<file path="config.mk">
export PLATFORM = sky130hd
export DESIGN_NAME = serial_command_frame_receiver
export DESIGN_NICKNAME = d
export VERILOG_FILES = /design/src/rtl/scfr_pkg.sv /design/src/rtl/scfr_queue.sv /design/src/rtl/scfr_front.sv /design/src/rtl/scfr_back.sv /design/src/rtl/serial_command_frame_receiver.sv
export SDC_FILE = /design/constraint.sdc
export NUM_CORES = 2
export LEC_CHECK = 0
export BUFFER_PORTS_ARGS = -buffer_cell sky130_fd_sc_hd__buf_4
export CAP_MARGIN = 20
export CORE_MARGIN = 2
export CORE_UTILIZATION = 30
export DETAILED_ROUTE_END_ITERATION = 6
export GPL_ROUTABILITY_DRIVEN = 0
export MAX_ROUTING_LAYER = met4
export SKIP_LAST_GASP = 1
export SYNTH_ARGS = -nofsm -noshare
export SYNTH_HDL_FRONTEND = slang
export SYNTH_SLANG_ARGS = --single-unit
export TNS_END_PERCENT = 5
</file>
<file path="constraint.sdc">
create_clock -name clk -period 9.6 [get_ports clk]
set_clock_uncertainty 0.15 [all_clocks]
set_input_delay 0.48 -clock clk [delete_from_list [all_inputs] [get_ports clk]]
set_output_delay 0.48 -clock clk [all_outputs]
set_load 0.05 [all_outputs]
</file>
<file path="src/rtl/scfr_pkg.sv">
`timescale 1ns / 1ps
// ----------------------------------------------------------------------------
// scfr_pkg
// Shared types and constants of the serial command frame receiver.
// ----------------------------------------------------------------------------
package scfr_pkg;

	localparam int unsigned FRAME_STORE_DEPTH = 64;
	localparam int unsigned JOB_Q_DEPTH       = 2;
	localparam int unsigned LEN_W             = 7;
	localparam int unsigned CFG_IDX_W         = 3;

	// register indexes of the configuration port
	localparam logic [CFG_IDX_W-1:0] CFG_START_DELIM = 3'd0;
	localparam logic [CFG_IDX_W-1:0] CFG_DATA_IND    = 3'd1;
	localparam logic [CFG_IDX_W-1:0] CFG_RSSI_REQ    = 3'd2;
	localparam logic [CFG_IDX_W-1:0] CFG_REPLY_FLAG  = 3'd3;
	localparam logic [CFG_IDX_W-1:0] CFG_ADDR_MODE   = 3'd4;
	localparam logic [CFG_IDX_W-1:0] CFG_READ_LIMIT  = 3'd5;

	typedef enum logic [2:0] {
		KIND_PAYLOAD = 3'd0,
		KIND_EMPTY   = 3'd1,
		KIND_BAD_CS  = 3'd2,
		KIND_MATCH   = 3'd3,
		KIND_IGNORED = 3'd4
	} kind_t;

	typedef struct packed {
		logic [7:0]       start_delimiter;
		logic [7:0]       data_indication_code;
		logic [7:0]       rssi_request_code;
		logic [7:0]       reply_flag_bits;
		logic [1:0]       address_mode;
		logic [LEN_W-1:0] read_limit;
	} cfg_t;

	// one completed frame, as handed from the parser to the emitter
	typedef struct packed {
		kind_t            kind;
		logic [7:0]       rssi;
		logic [7:0]       command;
		logic [7:0]       pending;
		logic [LEN_W-1:0] count;
		logic [1:0]       prefix;
		logic             bank;
	} job_t;

	typedef struct packed {
		logic       en;
		logic       bank;
		logic [7:0] data;
	} store_wr_t;

	typedef struct packed {
		logic en;
		logic bank;
	} bank_rel_t;

endpackage

</file>
<file path="src/rtl/scfr_queue.sv">
`timescale 1ns / 1ps
// ----------------------------------------------------------------------------
// scfr_queue
// Small job FIFO between the frame parser and the result emitter.
// ----------------------------------------------------------------------------
module scfr_queue (
	input  logic          clk,
	input  logic          arst_n,
	input  logic          push,
	input  scfr_pkg::job_t din,
	output logic          full,
	input  logic          pop,
	output scfr_pkg::job_t dout,
	output logic          empty
);
	import scfr_pkg::*;

	localparam int unsigned PTR_W = (JOB_Q_DEPTH > 1) ? $clog2(JOB_Q_DEPTH) : 1;
	localparam int unsigned CNT_W = $clog2(JOB_Q_DEPTH + 1);
	localparam logic [PTR_W-1:0] LAST_PTR = PTR_W'(JOB_Q_DEPTH - 1);

	job_t             entry_q [JOB_Q_DEPTH];
	logic [PTR_W-1:0] wr_ptr_q;
	logic [PTR_W-1:0] rd_ptr_q;
	logic [CNT_W-1:0] count_q;

	assign full  = (count_q == CNT_W'(JOB_Q_DEPTH));
	assign empty = (count_q == '0);
	assign dout  = entry_q[rd_ptr_q];

	always_ff @(posedge clk) begin
		if (push) begin
			entry_q[wr_ptr_q] <= din;
		end
	end

	always_ff @(posedge clk or negedge arst_n) begin
		if (!arst_n) begin
			wr_ptr_q <= '0;
			rd_ptr_q <= '0;
			count_q  <= '0;
		end else begin
			if (push) begin
				wr_ptr_q <= (wr_ptr_q == LAST_PTR) ? '0 : wr_ptr_q + 1'b1;
			end
			if (pop) begin
				rd_ptr_q <= (rd_ptr_q == LAST_PTR) ? '0 : rd_ptr_q + 1'b1;
			end
			if (push && !pop) begin
				count_q <= count_q + 1'b1;
			end else if (pop && !push) begin
				count_q <= count_q - 1'b1;
			end
		end
	end

endmodule

</file>
<file path="src/rtl/scfr_front.sv">
`timescale 1ns / 1ps
// ----------------------------------------------------------------------------
// scfr_front
// Frame parser: tracks the frame phases, checks the XOR checksum, writes data
// bytes into the store bank and classifies each completed frame into a job.
// ----------------------------------------------------------------------------
module scfr_front #(
	parameter int unsigned DEPTH = scfr_pkg::FRAME_STORE_DEPTH
) (
	input  logic                     clk,
	input  logic                     arst_n,
	input  logic                     in_valid,
	output logic                     in_stall,
	input  logic                     mode,
	input  logic [7:0]               value,
	input  scfr_pkg::cfg_t           cfg,
	input  logic                     q_full,
	output logic                     push,
	output scfr_pkg::job_t           job,
	output scfr_pkg::store_wr_t      wr,
	output logic [$clog2(DEPTH)-1:0] wr_idx,
	input  scfr_pkg::bank_rel_t      rel
);
	import scfr_pkg::*;

	localparam int unsigned AW = $clog2(DEPTH);

	typedef enum logic [4:0] {
		PH_DELIM = 5'b00001,
		PH_CMD   = 5'b00010,
		PH_LEN   = 5'b00100,
		PH_DATA  = 5'b01000,
		PH_CS    = 5'b10000
	} phase_t;

	phase_t           phase_q;
	logic [7:0]       cmd_q;
	logic [LEN_W-1:0] len_q;
	logic [LEN_W-1:0] cursor_q;
	logic [7:0]       xor_q;
	logic [7:0]       pending_q;
	logic [7:0]       rssi_q;
	logic [7:0]       store0_q;     // entry 0 as last written
	logic [7:0]       last_data_q;  // most recent data byte
	logic             wbank_q;
	logic [1:0]       busy_q;

	logic             acc;
	logic             byte_acc;
	logic [LEN_W-1:0] len_clamp;
	logic [LEN_W-1:0] cursor_nxt;
	logic [1:0]       prefix;
	logic signed [8:0] avail;
	logic [7:0]       nxt_rssi;
	logic [7:0]       nxt_pending;
	kind_t            nxt_kind;
	logic [LEN_W-1:0] nxt_count;

	// a data byte waits while its bank is still being read out; a checksum byte waits while the job queue is full
	assign in_stall = ((phase_q == PH_CS) && q_full) ||
	                  ((phase_q == PH_DATA) && busy_q[wbank_q]);
	assign acc      = in_valid && !in_stall;
	assign byte_acc = acc && !mode;
	assign push     = byte_acc && (phase_q == PH_CS);

	assign len_clamp  = (value > 8'(DEPTH)) ? LEN_W'(DEPTH) : value[LEN_W-1:0];
	assign cursor_nxt = cursor_q + 1'b1;

	assign wr.en   = byte_acc && (phase_q == PH_DATA);
	assign wr.bank = wbank_q;
	assign wr.data = value;
	assign wr_idx  = cursor_q[AW-1:0];

	always_comb begin
		case (cfg.address_mode)
			2'd1:    prefix = 2'd1;
			2'd2:    prefix = 2'd2;
			default: prefix = 2'd0;
		endcase
		avail = $signed({2'b00, len_q}) - 9'sd1 - $signed({7'b0, prefix});

		nxt_rssi    = rssi_q;
		nxt_pending = pending_q;
		nxt_count   = '0;
		if ((xor_q ^ value) != 8'h00) begin
			nxt_kind = KIND_BAD_CS;
		end else if (cmd_q == cfg.data_indication_code) begin
			if (len_q == '0) begin
				nxt_rssi = 8'h00;
				nxt_kind = KIND_IGNORED;
			end else begin
				nxt_rssi = last_data_q;
				if (avail <= 9'sd0 || cfg.read_limit == '0) begin
					nxt_kind = KIND_EMPTY;
				end else begin
					nxt_kind  = KIND_PAYLOAD;
					nxt_count = (avail > $signed({2'b00, cfg.read_limit})) ?
					            cfg.read_limit : avail[LEN_W-1:0];
				end
			end
		end else if (cmd_q == (cfg.rssi_request_code | cfg.reply_flag_bits)) begin
			if (pending_q == cfg.rssi_request_code) begin
				nxt_rssi    = store0_q;
				nxt_pending = 8'h00;
				nxt_kind    = KIND_MATCH;
			end else begin
				nxt_kind = KIND_IGNORED;
			end
		end else if (pending_q != 8'h00 &&
		             cmd_q == (pending_q | cfg.reply_flag_bits)) begin
			nxt_pending = 8'h00;
			nxt_kind    = KIND_MATCH;
		end else begin
			nxt_kind = KIND_IGNORED;
		end

		job.kind    = nxt_kind;
		job.rssi    = nxt_rssi;
		job.command = cmd_q;
		job.pending = nxt_pending;
		job.count   = nxt_count;
		job.prefix  = prefix;
		job.bank    = wbank_q;
	end

	always_ff @(posedge clk or negedge arst_n) begin
		if (!arst_n) begin
			phase_q     <= PH_DELIM;
			cmd_q       <= '0;
			len_q       <= '0;
			cursor_q    <= '0;
			xor_q       <= '0;
			pending_q   <= '0;
			rssi_q      <= '0;
			store0_q    <= '0;
			last_data_q <= '0;
			wbank_q     <= 1'b0;
			busy_q      <= '0;
		end else begin
			if (rel.en) begin
				busy_q[rel.bank] <= 1'b0;
			end
			if (acc && mode) begin
				pending_q <= value;
			end else if (byte_acc) begin
				case (phase_q)
					PH_DELIM: begin
						if (value == cfg.start_delimiter) begin
							xor_q   <= value;
							phase_q <= PH_CMD;
						end
					end
					PH_CMD: begin
						cmd_q   <= value;
						xor_q   <= xor_q ^ value;
						phase_q <= PH_LEN;
					end
					PH_LEN: begin
						len_q    <= len_clamp;
						xor_q    <= xor_q ^ {1'b0, len_clamp};
						cursor_q <= '0;
						phase_q  <= (len_clamp != '0) ? PH_DATA : PH_CS;
					end
					PH_DATA: begin
						if (cursor_q == '0) begin
							store0_q <= value;
						end
						last_data_q <= value;
						xor_q       <= xor_q ^ value;
						cursor_q    <= cursor_nxt;
						if (cursor_nxt >= len_q) begin
							phase_q <= PH_CS;
						end
					end
					PH_CS: begin
						rssi_q    <= nxt_rssi;
						pending_q <= nxt_pending;
						phase_q   <= PH_DELIM;
						// payload frames take their bank with them; switch banks
						if (nxt_kind == KIND_PAYLOAD) begin
							busy_q[wbank_q] <= 1'b1;
							wbank_q         <= ~wbank_q;
						end
					end
					default: phase_q <= PH_DELIM;
				endcase
			end
		end
	end

endmodule

</file>
<file path="src/rtl/scfr_back.sv">
`timescale 1ns / 1ps
// ----------------------------------------------------------------------------
// scfr_back
// Result emitter: holds the two-bank frame store, walks each job and sends
// its results through a registered read stage and an output register.
// ----------------------------------------------------------------------------
module scfr_back #(
	parameter int unsigned DEPTH = scfr_pkg::FRAME_STORE_DEPTH
) (
	input  logic                           clk,
	input  logic                           arst_n,
	input  logic                           q_empty,
	output logic                           pop,
	input  scfr_pkg::job_t                 job_in,
	input  scfr_pkg::store_wr_t            wr,
	input  logic [$clog2(DEPTH)-1:0]       wr_idx,
	output scfr_pkg::bank_rel_t            rel,
	output logic                           out_valid,
	input  logic                           out_stall,
	output logic [2:0]                     kind,
	output logic [7:0]                     payload_byte,
	output logic signed [7:0]              signal_strength,
	output logic [7:0]                     frame_command,
	output logic [scfr_pkg::LEN_W-1:0]     payload_length,
	output logic [7:0]                     request_pending,
	output logic                           last
);
	import scfr_pkg::*;

	localparam int unsigned AW = $clog2(DEPTH);

	logic [7:0]       mem [2*DEPTH];
	logic [7:0]       rd_data_q;

	job_t             job_q;
	logic             act_q;
	logic [LEN_W-1:0] idx_q;

	logic             v_s1;
	job_t             job_s1;
	logic             last_s1;

	logic             out_valid_q;
	kind_t            kind_q;
	logic [7:0]       byte_q;
	logic [7:0]       rssi_q;
	logic [7:0]       cmd_q;
	logic [LEN_W-1:0] len_q;
	logic [7:0]       pend_q;
	logic             last_q;

	logic             adv_s1;
	logic             issue;
	logic             last_issue;
	logic             rd_en;
	logic [AW-1:0]    rd_off;

	assign adv_s1     = v_s1 && (!out_valid_q || !out_stall);
	assign issue      = act_q && (!v_s1 || adv_s1);
	assign last_issue = (job_q.kind != KIND_PAYLOAD) || (idx_q + 1'b1 == job_q.count);
	assign rd_en      = issue && (job_q.kind == KIND_PAYLOAD);
	assign rd_off     = idx_q[AW-1:0] + AW'(job_q.prefix);
	assign pop        = !act_q && !q_empty;

	// bank is free once its final byte has been read
	assign rel.en   = rd_en && last_issue;
	assign rel.bank = job_q.bank;

	always_ff @(posedge clk) begin
		if (wr.en) begin
			mem[{wr.bank, wr_idx}] <= wr.data;
		end
		if (rd_en) begin
			rd_data_q <= mem[{job_q.bank, rd_off}];
		end
	end

	always_ff @(posedge clk) begin
		if (pop) begin
			job_q <= job_in;
		end
		if (issue) begin
			job_s1  <= job_q;
			last_s1 <= last_issue;
		end
		if (adv_s1) begin
			kind_q <= job_s1.kind;
			byte_q <= (job_s1.kind == KIND_PAYLOAD) ? rd_data_q : 8'h00;
			rssi_q <= job_s1.rssi;
			cmd_q  <= job_s1.command;
			len_q  <= job_s1.count;
			pend_q <= job_s1.pending;
			last_q <= last_s1;
		end
	end

	always_ff @(posedge clk or negedge arst_n) begin
		if (!arst_n) begin
			act_q       <= 1'b0;
			idx_q       <= '0;
			v_s1        <= 1'b0;
			out_valid_q <= 1'b0;
		end else begin
			if (pop) begin
				act_q <= 1'b1;
				idx_q <= '0;
			end else if (issue) begin
				idx_q <= idx_q + 1'b1;
				if (last_issue) begin
					act_q <= 1'b0;
				end
			end
			if (issue) begin
				v_s1 <= 1'b1;
			end else if (adv_s1) begin
				v_s1 <= 1'b0;
			end
			if (adv_s1) begin
				out_valid_q <= 1'b1;
			end else if (!out_stall) begin
				out_valid_q <= 1'b0;
			end
		end
	end

	assign out_valid       = out_valid_q;
	assign kind            = kind_q;
	assign payload_byte    = byte_q;
	assign signal_strength = $signed(rssi_q);
	assign frame_command   = cmd_q;
	assign payload_length  = len_q;
	assign request_pending = pend_q;
	assign last            = last_q;

endmodule

</file>
<file path="src/rtl/serial_command_frame_receiver.sv">
`timescale 1ns / 1ps
// ----------------------------------------------------------------------------
// serial_command_frame_receiver
// Parses delimited, XOR-checked command frames from a UART byte stream and
// reports payload bytes, checksum errors and reply matches.
// ----------------------------------------------------------------------------
// Input bytes are taken one per cycle. A data byte waits while the store bank
// it would fill still holds an earlier frame's payload that is being read
// out, and a checksum byte waits while the two-entry job queue is full. Each
// completed frame gives its results one per cycle unless out_stall is high,
// limited by the single registered read port of the frame store; the first
// result passes the job queue, job register, read stage and output register.
// The two store banks of FRAME_STORE_DEPTH bytes need no clearing after reset.
module serial_command_frame_receiver #(
	parameter int unsigned FRAME_STORE_DEPTH = scfr_pkg::FRAME_STORE_DEPTH
) (
	input  logic                             clk,
	input  logic                             arst_n,
	input  logic                             in_valid,
	output logic                             in_stall,
	input  logic                             mode,
	input  logic [7:0]                       value,
	output logic                             out_valid,
	input  logic                             out_stall,
	output logic [2:0]                       kind,
	output logic [7:0]                       payload_byte,
	output logic signed [7:0]                signal_strength,
	output logic [7:0]                       frame_command,
	output logic [scfr_pkg::LEN_W-1:0]       payload_length,
	output logic [7:0]                       request_pending,
	output logic                             last,
	input  logic                             cfg_we,
	input  logic [scfr_pkg::CFG_IDX_W-1:0]   cfg_index,
	input  logic [7:0]                       cfg_data
);
	import scfr_pkg::*;

	localparam int unsigned AW = $clog2(FRAME_STORE_DEPTH);

	cfg_t          cfg_q;
	logic          q_full;
	logic          q_empty;
	logic          push;
	logic          pop;
	job_t          job_push;
	job_t          job_pop;
	store_wr_t     wr;
	logic [AW-1:0] wr_idx;
	bank_rel_t     rel;

	always_ff @(posedge clk or negedge arst_n) begin
		if (!arst_n) begin
			cfg_q.start_delimiter      <= 8'd2;
			cfg_q.data_indication_code <= 8'd129;
			cfg_q.rssi_request_code    <= 8'd13;
			cfg_q.reply_flag_bits      <= 8'd64;
			cfg_q.address_mode         <= 2'd0;
			cfg_q.read_limit           <= 7'd64;
		end else if (cfg_we) begin
			case (cfg_index)
				CFG_START_DELIM: cfg_q.start_delimiter      <= cfg_data;
				CFG_DATA_IND:    cfg_q.data_indication_code <= cfg_data;
				CFG_RSSI_REQ:    cfg_q.rssi_request_code    <= cfg_data;
				CFG_REPLY_FLAG:  cfg_q.reply_flag_bits      <= cfg_data;
				CFG_ADDR_MODE:   cfg_q.address_mode         <= cfg_data[1:0];
				CFG_READ_LIMIT:  cfg_q.read_limit           <= cfg_data[LEN_W-1:0];
				default: ;
			endcase
		end
	end

	scfr_front #(
		.DEPTH(FRAME_STORE_DEPTH)
	) u_front (
		.clk     (clk),
		.arst_n  (arst_n),
		.in_valid(in_valid),
		.in_stall(in_stall),
		.mode    (mode),
		.value   (value),
		.cfg     (cfg_q),
		.q_full  (q_full),
		.push    (push),
		.job     (job_push),
		.wr      (wr),
		.wr_idx  (wr_idx),
		.rel     (rel)
	);

	scfr_queue u_queue (
		.clk   (clk),
		.arst_n(arst_n),
		.push  (push),
		.din   (job_push),
		.full  (q_full),
		.pop   (pop),
		.dout  (job_pop),
		.empty (q_empty)
	);

	scfr_back #(
		.DEPTH(FRAME_STORE_DEPTH)
	) u_back (
		.clk            (clk),
		.arst_n         (arst_n),
		.q_empty        (q_empty),
		.pop            (pop),
		.job_in         (job_pop),
		.wr             (wr),
		.wr_idx         (wr_idx),
		.rel            (rel),
		.out_valid      (out_valid),
		.out_stall      (out_stall),
		.kind           (kind),
		.payload_byte   (payload_byte),
		.signal_strength(signal_strength),
		.frame_command  (frame_command),
		.payload_length (payload_length),
		.request_pending(request_pending),
		.last           (last)
	);

endmodule

</file>
# --- Yosys cells after proc, flatten, opt, wreduce, memory -nomap -nowiden ---
# Memories as Yosys holds them, arrays and structs flattened. A register that Yosys moved wholly into a read port is not among the register bits.
# Index checks and enable logic that the tools add are counted.
word_totals:
  input_bits: 25
  register_bits: 203
  word_cells: 218
  out_inout_bits: 45
  mem_bits_rw: 1098
  mem_count: 2
mem_list:
  columns: ["memory", "depth", "width", "read_ports", "rd_clocked_by_memory_dff", "wr", "line", "rtl"]
  rows:
  - ["u_back.mem", 128, 8, 1, 1, 1, "scfr_back.sv:32", "logic [7:0] mem [2*DEPTH];"]
  - ["u_queue.entry_q", 2, 37, 1, 1, 1, "scfr_queue.sv:22", "job_t entry_q [JOB_Q_DEPTH];"]
op_classes:
  n_lt_le_gt_ge: 8
  n_mux: 62
  reduce_logical: 69
  eq_ne: 22
  bitwise: 9
  add_sub_neg: 9
ops:
  columns: ["operator", "count"]
  rows:
  - ["2-to-1 mux 8 bit", 14]
  - ["2-to-1 mux 7 bit", 8]
  - ["equality test 8 bit", 5]
  - ["one-hot mux 8 bit (3 select lines)", 1]
  - ["logical NOT 7 bit", 3]
  - ["one-hot mux 5 bit (4 select lines)", 1]
  - ["2-to-1 mux 1 bit", 18]
  - ["2-to-1 mux 3 bit", 6]
  - ["logical AND 1 bit", 17]
  - ["bitwise OR 8 bit", 2]
  - ["AND reduction 2 bit", 8]
  - ["AND reduction 4 bit", 4]
  - ["nonzero test 8 bit", 2]
  - ["2-to-1 mux 5 bit", 3]
  - ["AND reduction 3 bit", 5]
  - ["adder 7 x 1 -> 7 bit, second input constant", 2]
  - ["2-to-1 mux 2 bit", 7]
  - ["one-hot mux 7 bit (2 select lines)", 1]
  - ["nonzero test 2 bit", 7]
  - ["logical NOT 3 bit", 4]
  - ["> comparator 9 x 8 -> 1 bit", 1]
  - ["<= comparator 9 x 1 -> 1 bit, second input constant", 1]
  - ["logical NOT 1 bit", 9]
  - ["subtractor 9 x 3 -> 9 bit", 1]
  - ["other kinds (35)", 49]

# --- Longest topological paths before layout ---
logic_depth:
  ltp_word: 14
  mapped_depth: 15
  depth_no_buf: 15

# --- Hierarchy ---
# From an unflattened synthesis, not the netlist that was laid out.
unflattened:
  cells_unflattened: 2740
  area_unflattened_um2: 53747.8
by_module_without_submodules:
  columns: ["mod", "cells_each", "seq_area_each_um2", "area_per_inst_um2", "n_inst"]
  rows:
  - ["scfr_back", 1968, 34693.3, 44229.9, 1]
  - ["scfr_front", 550, 1752.9, 4992.3, 1]
  - ["scfr_queue", 131, 2322.2, 2939.1, 1]
  - ["serial_command_frame_receiver", 91, 1036.0, 1586.5, 1]

# --- Least setup slack after synthesis ---
# Ideal clock, no wire load.
synth_timing:
  kind: "register -> register"
  from: "register u_back.out_valid_q, in the netlist u_back.out_valid"
  to: "register u_back.cmd_q[0], in the netlist u_back.frame_command[0], enable pin"
  path_buffers: 0
  t_arrival_ps: 3782
  t_required_ps: 8941
  path_slack_ps: 5160
  synth_period_minus_slack_ps: 4440
  setup_time_ps: 509
  path_stages_with_launch: 2
  cell_sequence: "dfrtp_1 a21boi_0"
synth_between:
  elab_chain_len: 3
synth_rtl:
  columns: ["item", "line", "rtl"]
  rows:
  - ["start, declared", "scfr_back.sv:43", "logic out_valid_q;"]
  - ["start signal, assigned", "scfr_back.sv:102", "out_valid_q <= 1'b0;"]
  - ["start signal, assigned", "scfr_back.sv:119", "out_valid_q <= 1'b1;"]
  - ["start signal, assigned", "scfr_back.sv:121", "out_valid_q <= 1'b0;"]
  - ["logical NOT 1 bit", "scfr_back.sv:58", "assign adv_s1 = v_s1 && (!out_valid_q || !out_stall);"]
  - ["logical OR 1 bit", "scfr_back.sv:58", null]
  - ["logical AND 1 bit", "scfr_back.sv:58", null]
  - ["via u_back.adv_s1", "scfr_back.sv:52", "logic adv_s1;"]
  - ["end signal, assigned", "scfr_back.sv:90", "cmd_q <= job_s1.command;"]
  - ["end, declared", "scfr_back.sv:47", "logic [7:0] cmd_q;"]
# The timed path passes the listed nets, and every way through them passes these cells.
# A chain may end at the register's enable or synchronous reset.

# --- Worst setup path after layout ---
layout_timing:
  from: "register u_back.idx_q[0]"
  to: "register u_back.rd_data_q[2] (read register of u_back.mem), data pin"
layout_between:
  elab_chain_len: 1
layout_rtl:
  columns: ["item", "line", "rtl"]
  rows:
  - ["start, declared", "scfr_back.sv:37", "logic [LEN_W-1:0] idx_q;"]
  - ["start signal, assigned", "scfr_back.sv:108", "idx_q <= idx_q + 1'b1;"]
  - ["adder 6 x 2 -> 6 bit", "scfr_back.sv:62", "assign rd_off = idx_q[AW-1:0] + AW'(job_q.prefix);"]
  - ["end, declared", "scfr_back.sv:33", "logic [7:0] rd_data_q;"]
# No other way between the ends.

==> results_dict.tcl <==
set metrics [dict create \
    yosys-top-cells-count "edfxtp_1, mux4_2, nor2_1" \
    p_switching_mw 5.85 \
    pwr-share-clk_pct 27.8 \
    arrival_ns 5.56 \
    power_mw 18.8 \
    nets 2871 \
    grt_max_degree 135 \
    n_fill_cell 16423 \
    path_cells "ha_4 > fa_4 > buf_4 > mux4_2 > mux4_2 > nor2b_1 > a211oi_1 > nor4_1" \
    setup-violations-final 0 \
    peakVddDrop_v 0.000263 \
    crit_buf_inv 1 \
    clk_latency_ns 0.75 \
    crit_required_ns 9.92 \
    hpwl_um 76000 \
    wirelength_um 125000 \
    synth-simple-area-share_pct 3.90 \
    r2r_start "u_back.idx_q[0]$_DFFE_PN0P_" \
    ant_nets 0 \
    seqPwrFrac_pct 38.2 \
    grt_pass1_wl_um 183000 \
    core_um2 178000 \
    internal-power_mw 13.0 \
    final-hold-violation-count 0 \
    cp_num_cells 8 \
    path_common_cell "mux4_2" \
    synth_flop_cell "edfxtp_1" \
    synth_edf_count 1221 \
    synth_seq_cells 1346 \
    post-route-min-period_ns 5.24 \
    via_per_inst 4.90 \
    layoutNonFillerInstCount 5284 \
    drtIter0Drc 2795 \
    synthArstFlopShare_pct 9.29 \
    dp.cells 5025 \
    yosys-top-cells-area "edfxtp_1, mux4_2, dfrtp_1" \
    synth-xor-area-share_pct 1.27 \
    outcome "finished clean" \
    synthMuxAreaShare_pct 15.8 \
    design.portCount 70 \
    power_density_nw_per_um2 307 \
    synth_top_cell_by_area "edfxtp_1" \
    grt_pass1_vias 26284 \
    worstRegToRegCells 8 \
    syn_area_um2 53500 \
    antenna_found_initial 5 \
    slowest_stage "fa_4" \
    areaGrowthSynthToFinish_pct 14.7 \
    cts_buffer_depth 3 \
    via_count 25898 \
    fp-row-count 155 \
    crit_type "flop to flop" \
    syn_inst 2678 \
    crit_path_start "u_back.idx_q[0]$_DFFE_PN0P_" \
    tightest_slew_ns 1.11 \
    tritoncts "built" \
    die_h_um 426 \
    gr-total-overflow 0 \
    hp-class "primary input to flop" \
    route.detailed.drc 0 \
    cp-end-kind "flop" \
    critPathCapture "u_back.rd_data_q[2]$_DFFE_PP_" \
    ys_types 73 \
    syn_nets 2729 \
    finalCritPeriodShare_pct 54.6 \
    drv_slew 0 \
    crit_family "adder cells" \
    max-cap-violations 0 \
    die-area_um2 182000 \
    drt_pass1_iterations 5 \
    drive_gt1_share_pct 26.0 \
    die_w_um 426 \
    synth_area_per_cell_um2 20.0 \
    htreeDepth 4 \
    max_slew_margin_pct 26.0 \
    r2r-end "u_back.rd_data_q[2]$_DFFE_PP_" \
    setup_tns_ns 0 \
    clkSinkCount 1346 \
    track_usage_pct 14.1 \
    seq_area_frac_synth_pct 74.4 \
    cts_made_buffers 133 \
    post_drt_wl_per_cell_um 23.6 \
    clk_pin_slew_worst_paths_ns 0.07 \
    start_kind "flop" \
    path_max_fanout 65 \
    sw_frac_of_total_pct 31.1 \
    synth_top_family_by_area "multiplexers" \
    synth_top_area_share_pct 68.5 \
    p_leak_nw 19.6 \
    reg2reg_setup_slack_ns 4.36 \
    holdCritStartpoint "value[2]" \
    yosysMostFrequentCell "edfxtp_1" \
    rsz0062_at_grt "no" \
    cts_resized 0 \
    max_freq_ghz 0.191 \
    initial_utilization_pct 30.1 \
    synth-compound-area-share_pct 2.59 \
    portBuffers 69 \
    yosysWarnings 0 \
    synthAdderAreaFrac_pct 0.636 \
    slowest_delay_ns 1.26 \
    combPwrFrac_pct 34.0 \
    root_buffer "clkbuf_16" \
]
[per-layer routing]
layer,part of all wire (%),GRT usage (%),vias up
li1,-,-,11208
met1,41,17.8,13691
met2,50,23.0,800
met3,5.9,2.70,199
met4,2.8,4.48,0
met5,0,-,-
[logic make-up (layout without fill, tap and decap cells)]
family | count (synthesis) | in the layout
xor gates and xnor gates | 75 | 75
muxes | 431 | 431
DFF | 1346 | 1346
other | 0 | 4
AOI/OAI and AO/OA | 198 | 198
buffers and inverters | 165 | 412
adders and majority gates | 26 | 26
and+or+nand+nor | 437 | 437
[registers in the layout (all words and copies together) (netlist names), 8 cells and up]
| signal | flops |
|---|---|
| u_front.store0_q | 8 |
| u_back.frame_command | 8 |
| u_front.rssi_q | 8 |
| u_front.last_data_q | 8 |
| u_front.xor_q | 8 |
| u_back.request_pending | 8 |
| u_back.job_s1 | 34 |
| u_front.pending_q | 8 |
| u_back.job_q | 36 |
| u_front.cmd_q | 8 |
| u_back.rd_data_q | 8 |
| u_back.signal_strength | 8 |
| u_back.mem | 1024 |
| cfg_q | 41 |
| u_queue.entry_q | 74 |
| u_back.payload_byte | 8 |
[worst min path at each step]
stage,slack [ns],endpoint,cells past startpoint
global route,0.03,u_back.mem[22][2]$_DFFE_PP_,1
finish,0.06,u_back.mem[21][2]$_DFFE_PP_,1
global placement,0.25,u_back.payload_length[3]$_DFFE_PP_,0
detailed placement,0.25,u_back.frame_command[1]$_DFFE_PP_,0
floorplan,0.03,cfg_q[0]$_DFFE_PN0P_,0
CTS,0.01,u_front.pending_q[7]$_DFFE_PN0P_,5
[power groups by stage]
| stage | Clock [mW] | Sequential [mW] | Combinational, mW |
|---|---|---|---|
| CTS | 5.34 | 7.20 | 6.51 |
| floorplan | 0 | 7.44 | 4.58 |
| global placement | 0 | 7.31 | 6.48 |
| global route | 5.56 | 7.23 | 6.83 |
| finish | 5.24 | 7.19 | 6.41 |
| detailed placement | 0 | 7.32 | 6.49 |
[cell usage in the layout (no fill, tap or decap), drive strengths merged, types with 6 or more instances in the layout]
cell type / count
a211oi: 18
a21o: 8
a21oi: 26
a22o: 20
and2: 12
buf: 121
bufinv: 12
clkbuf: 172
clkinv: 45
dfrtp: 116
dfstp: 9
dlygate4sd3: 13
edfxtp: 1221
ha: 24
inv: 46
mux2: 94
mux2i: 17
mux4: 320
nand2: 69
nand2b: 11
nand3: 50
nand4: 11
nor2: 180
nor2b: 26
nor3: 27
nor4: 19
o21a: 10
o21ai: 39
o22ai: 33
o31ai: 10
or2: 6
xnor2: 44
xor2: 30
[repair_timing]
action,4_1_cts,5_1_grt
hold buffers,13,0
hold endpoints to repair,115,0
buffers inserted,0,0
setup endpoints to repair,0,0
[final cells by class]
class | instances | area (um^2) | share of cell area (%)
Timing Repair Buffer | 134 | 1090 | 1.78
Clock buffer | 172 | 3590 | 5.85
Tap cell | 2355 | 2950 | 4.80
Inverter | 38 | 143 | 0.232
Clock inverter | 68 | 781 | 1.27
Sequential cell | 1346 | 39800 | 64.8
Antenna cell | 4 | 10.0 | 0.0163
Multi-Input combinational cell | 1167 | 13000 | 21.2
[through the flow]
step	worst slack [ns]	cell area, um^2	hold WS [ns]	utilization [%]
global placement	4.26	56900	0.253	32.0
finish	4.36	61400	0.0554	34.5
floorplan	5.16	53500	0.0344	-
detailed placement	4.28	56900	0.255	32.0
global route	4.14	61400	0.0339	34.5
CTS	4.31	61400	0.0108	34.5
(Power assumes the default switching activity.)
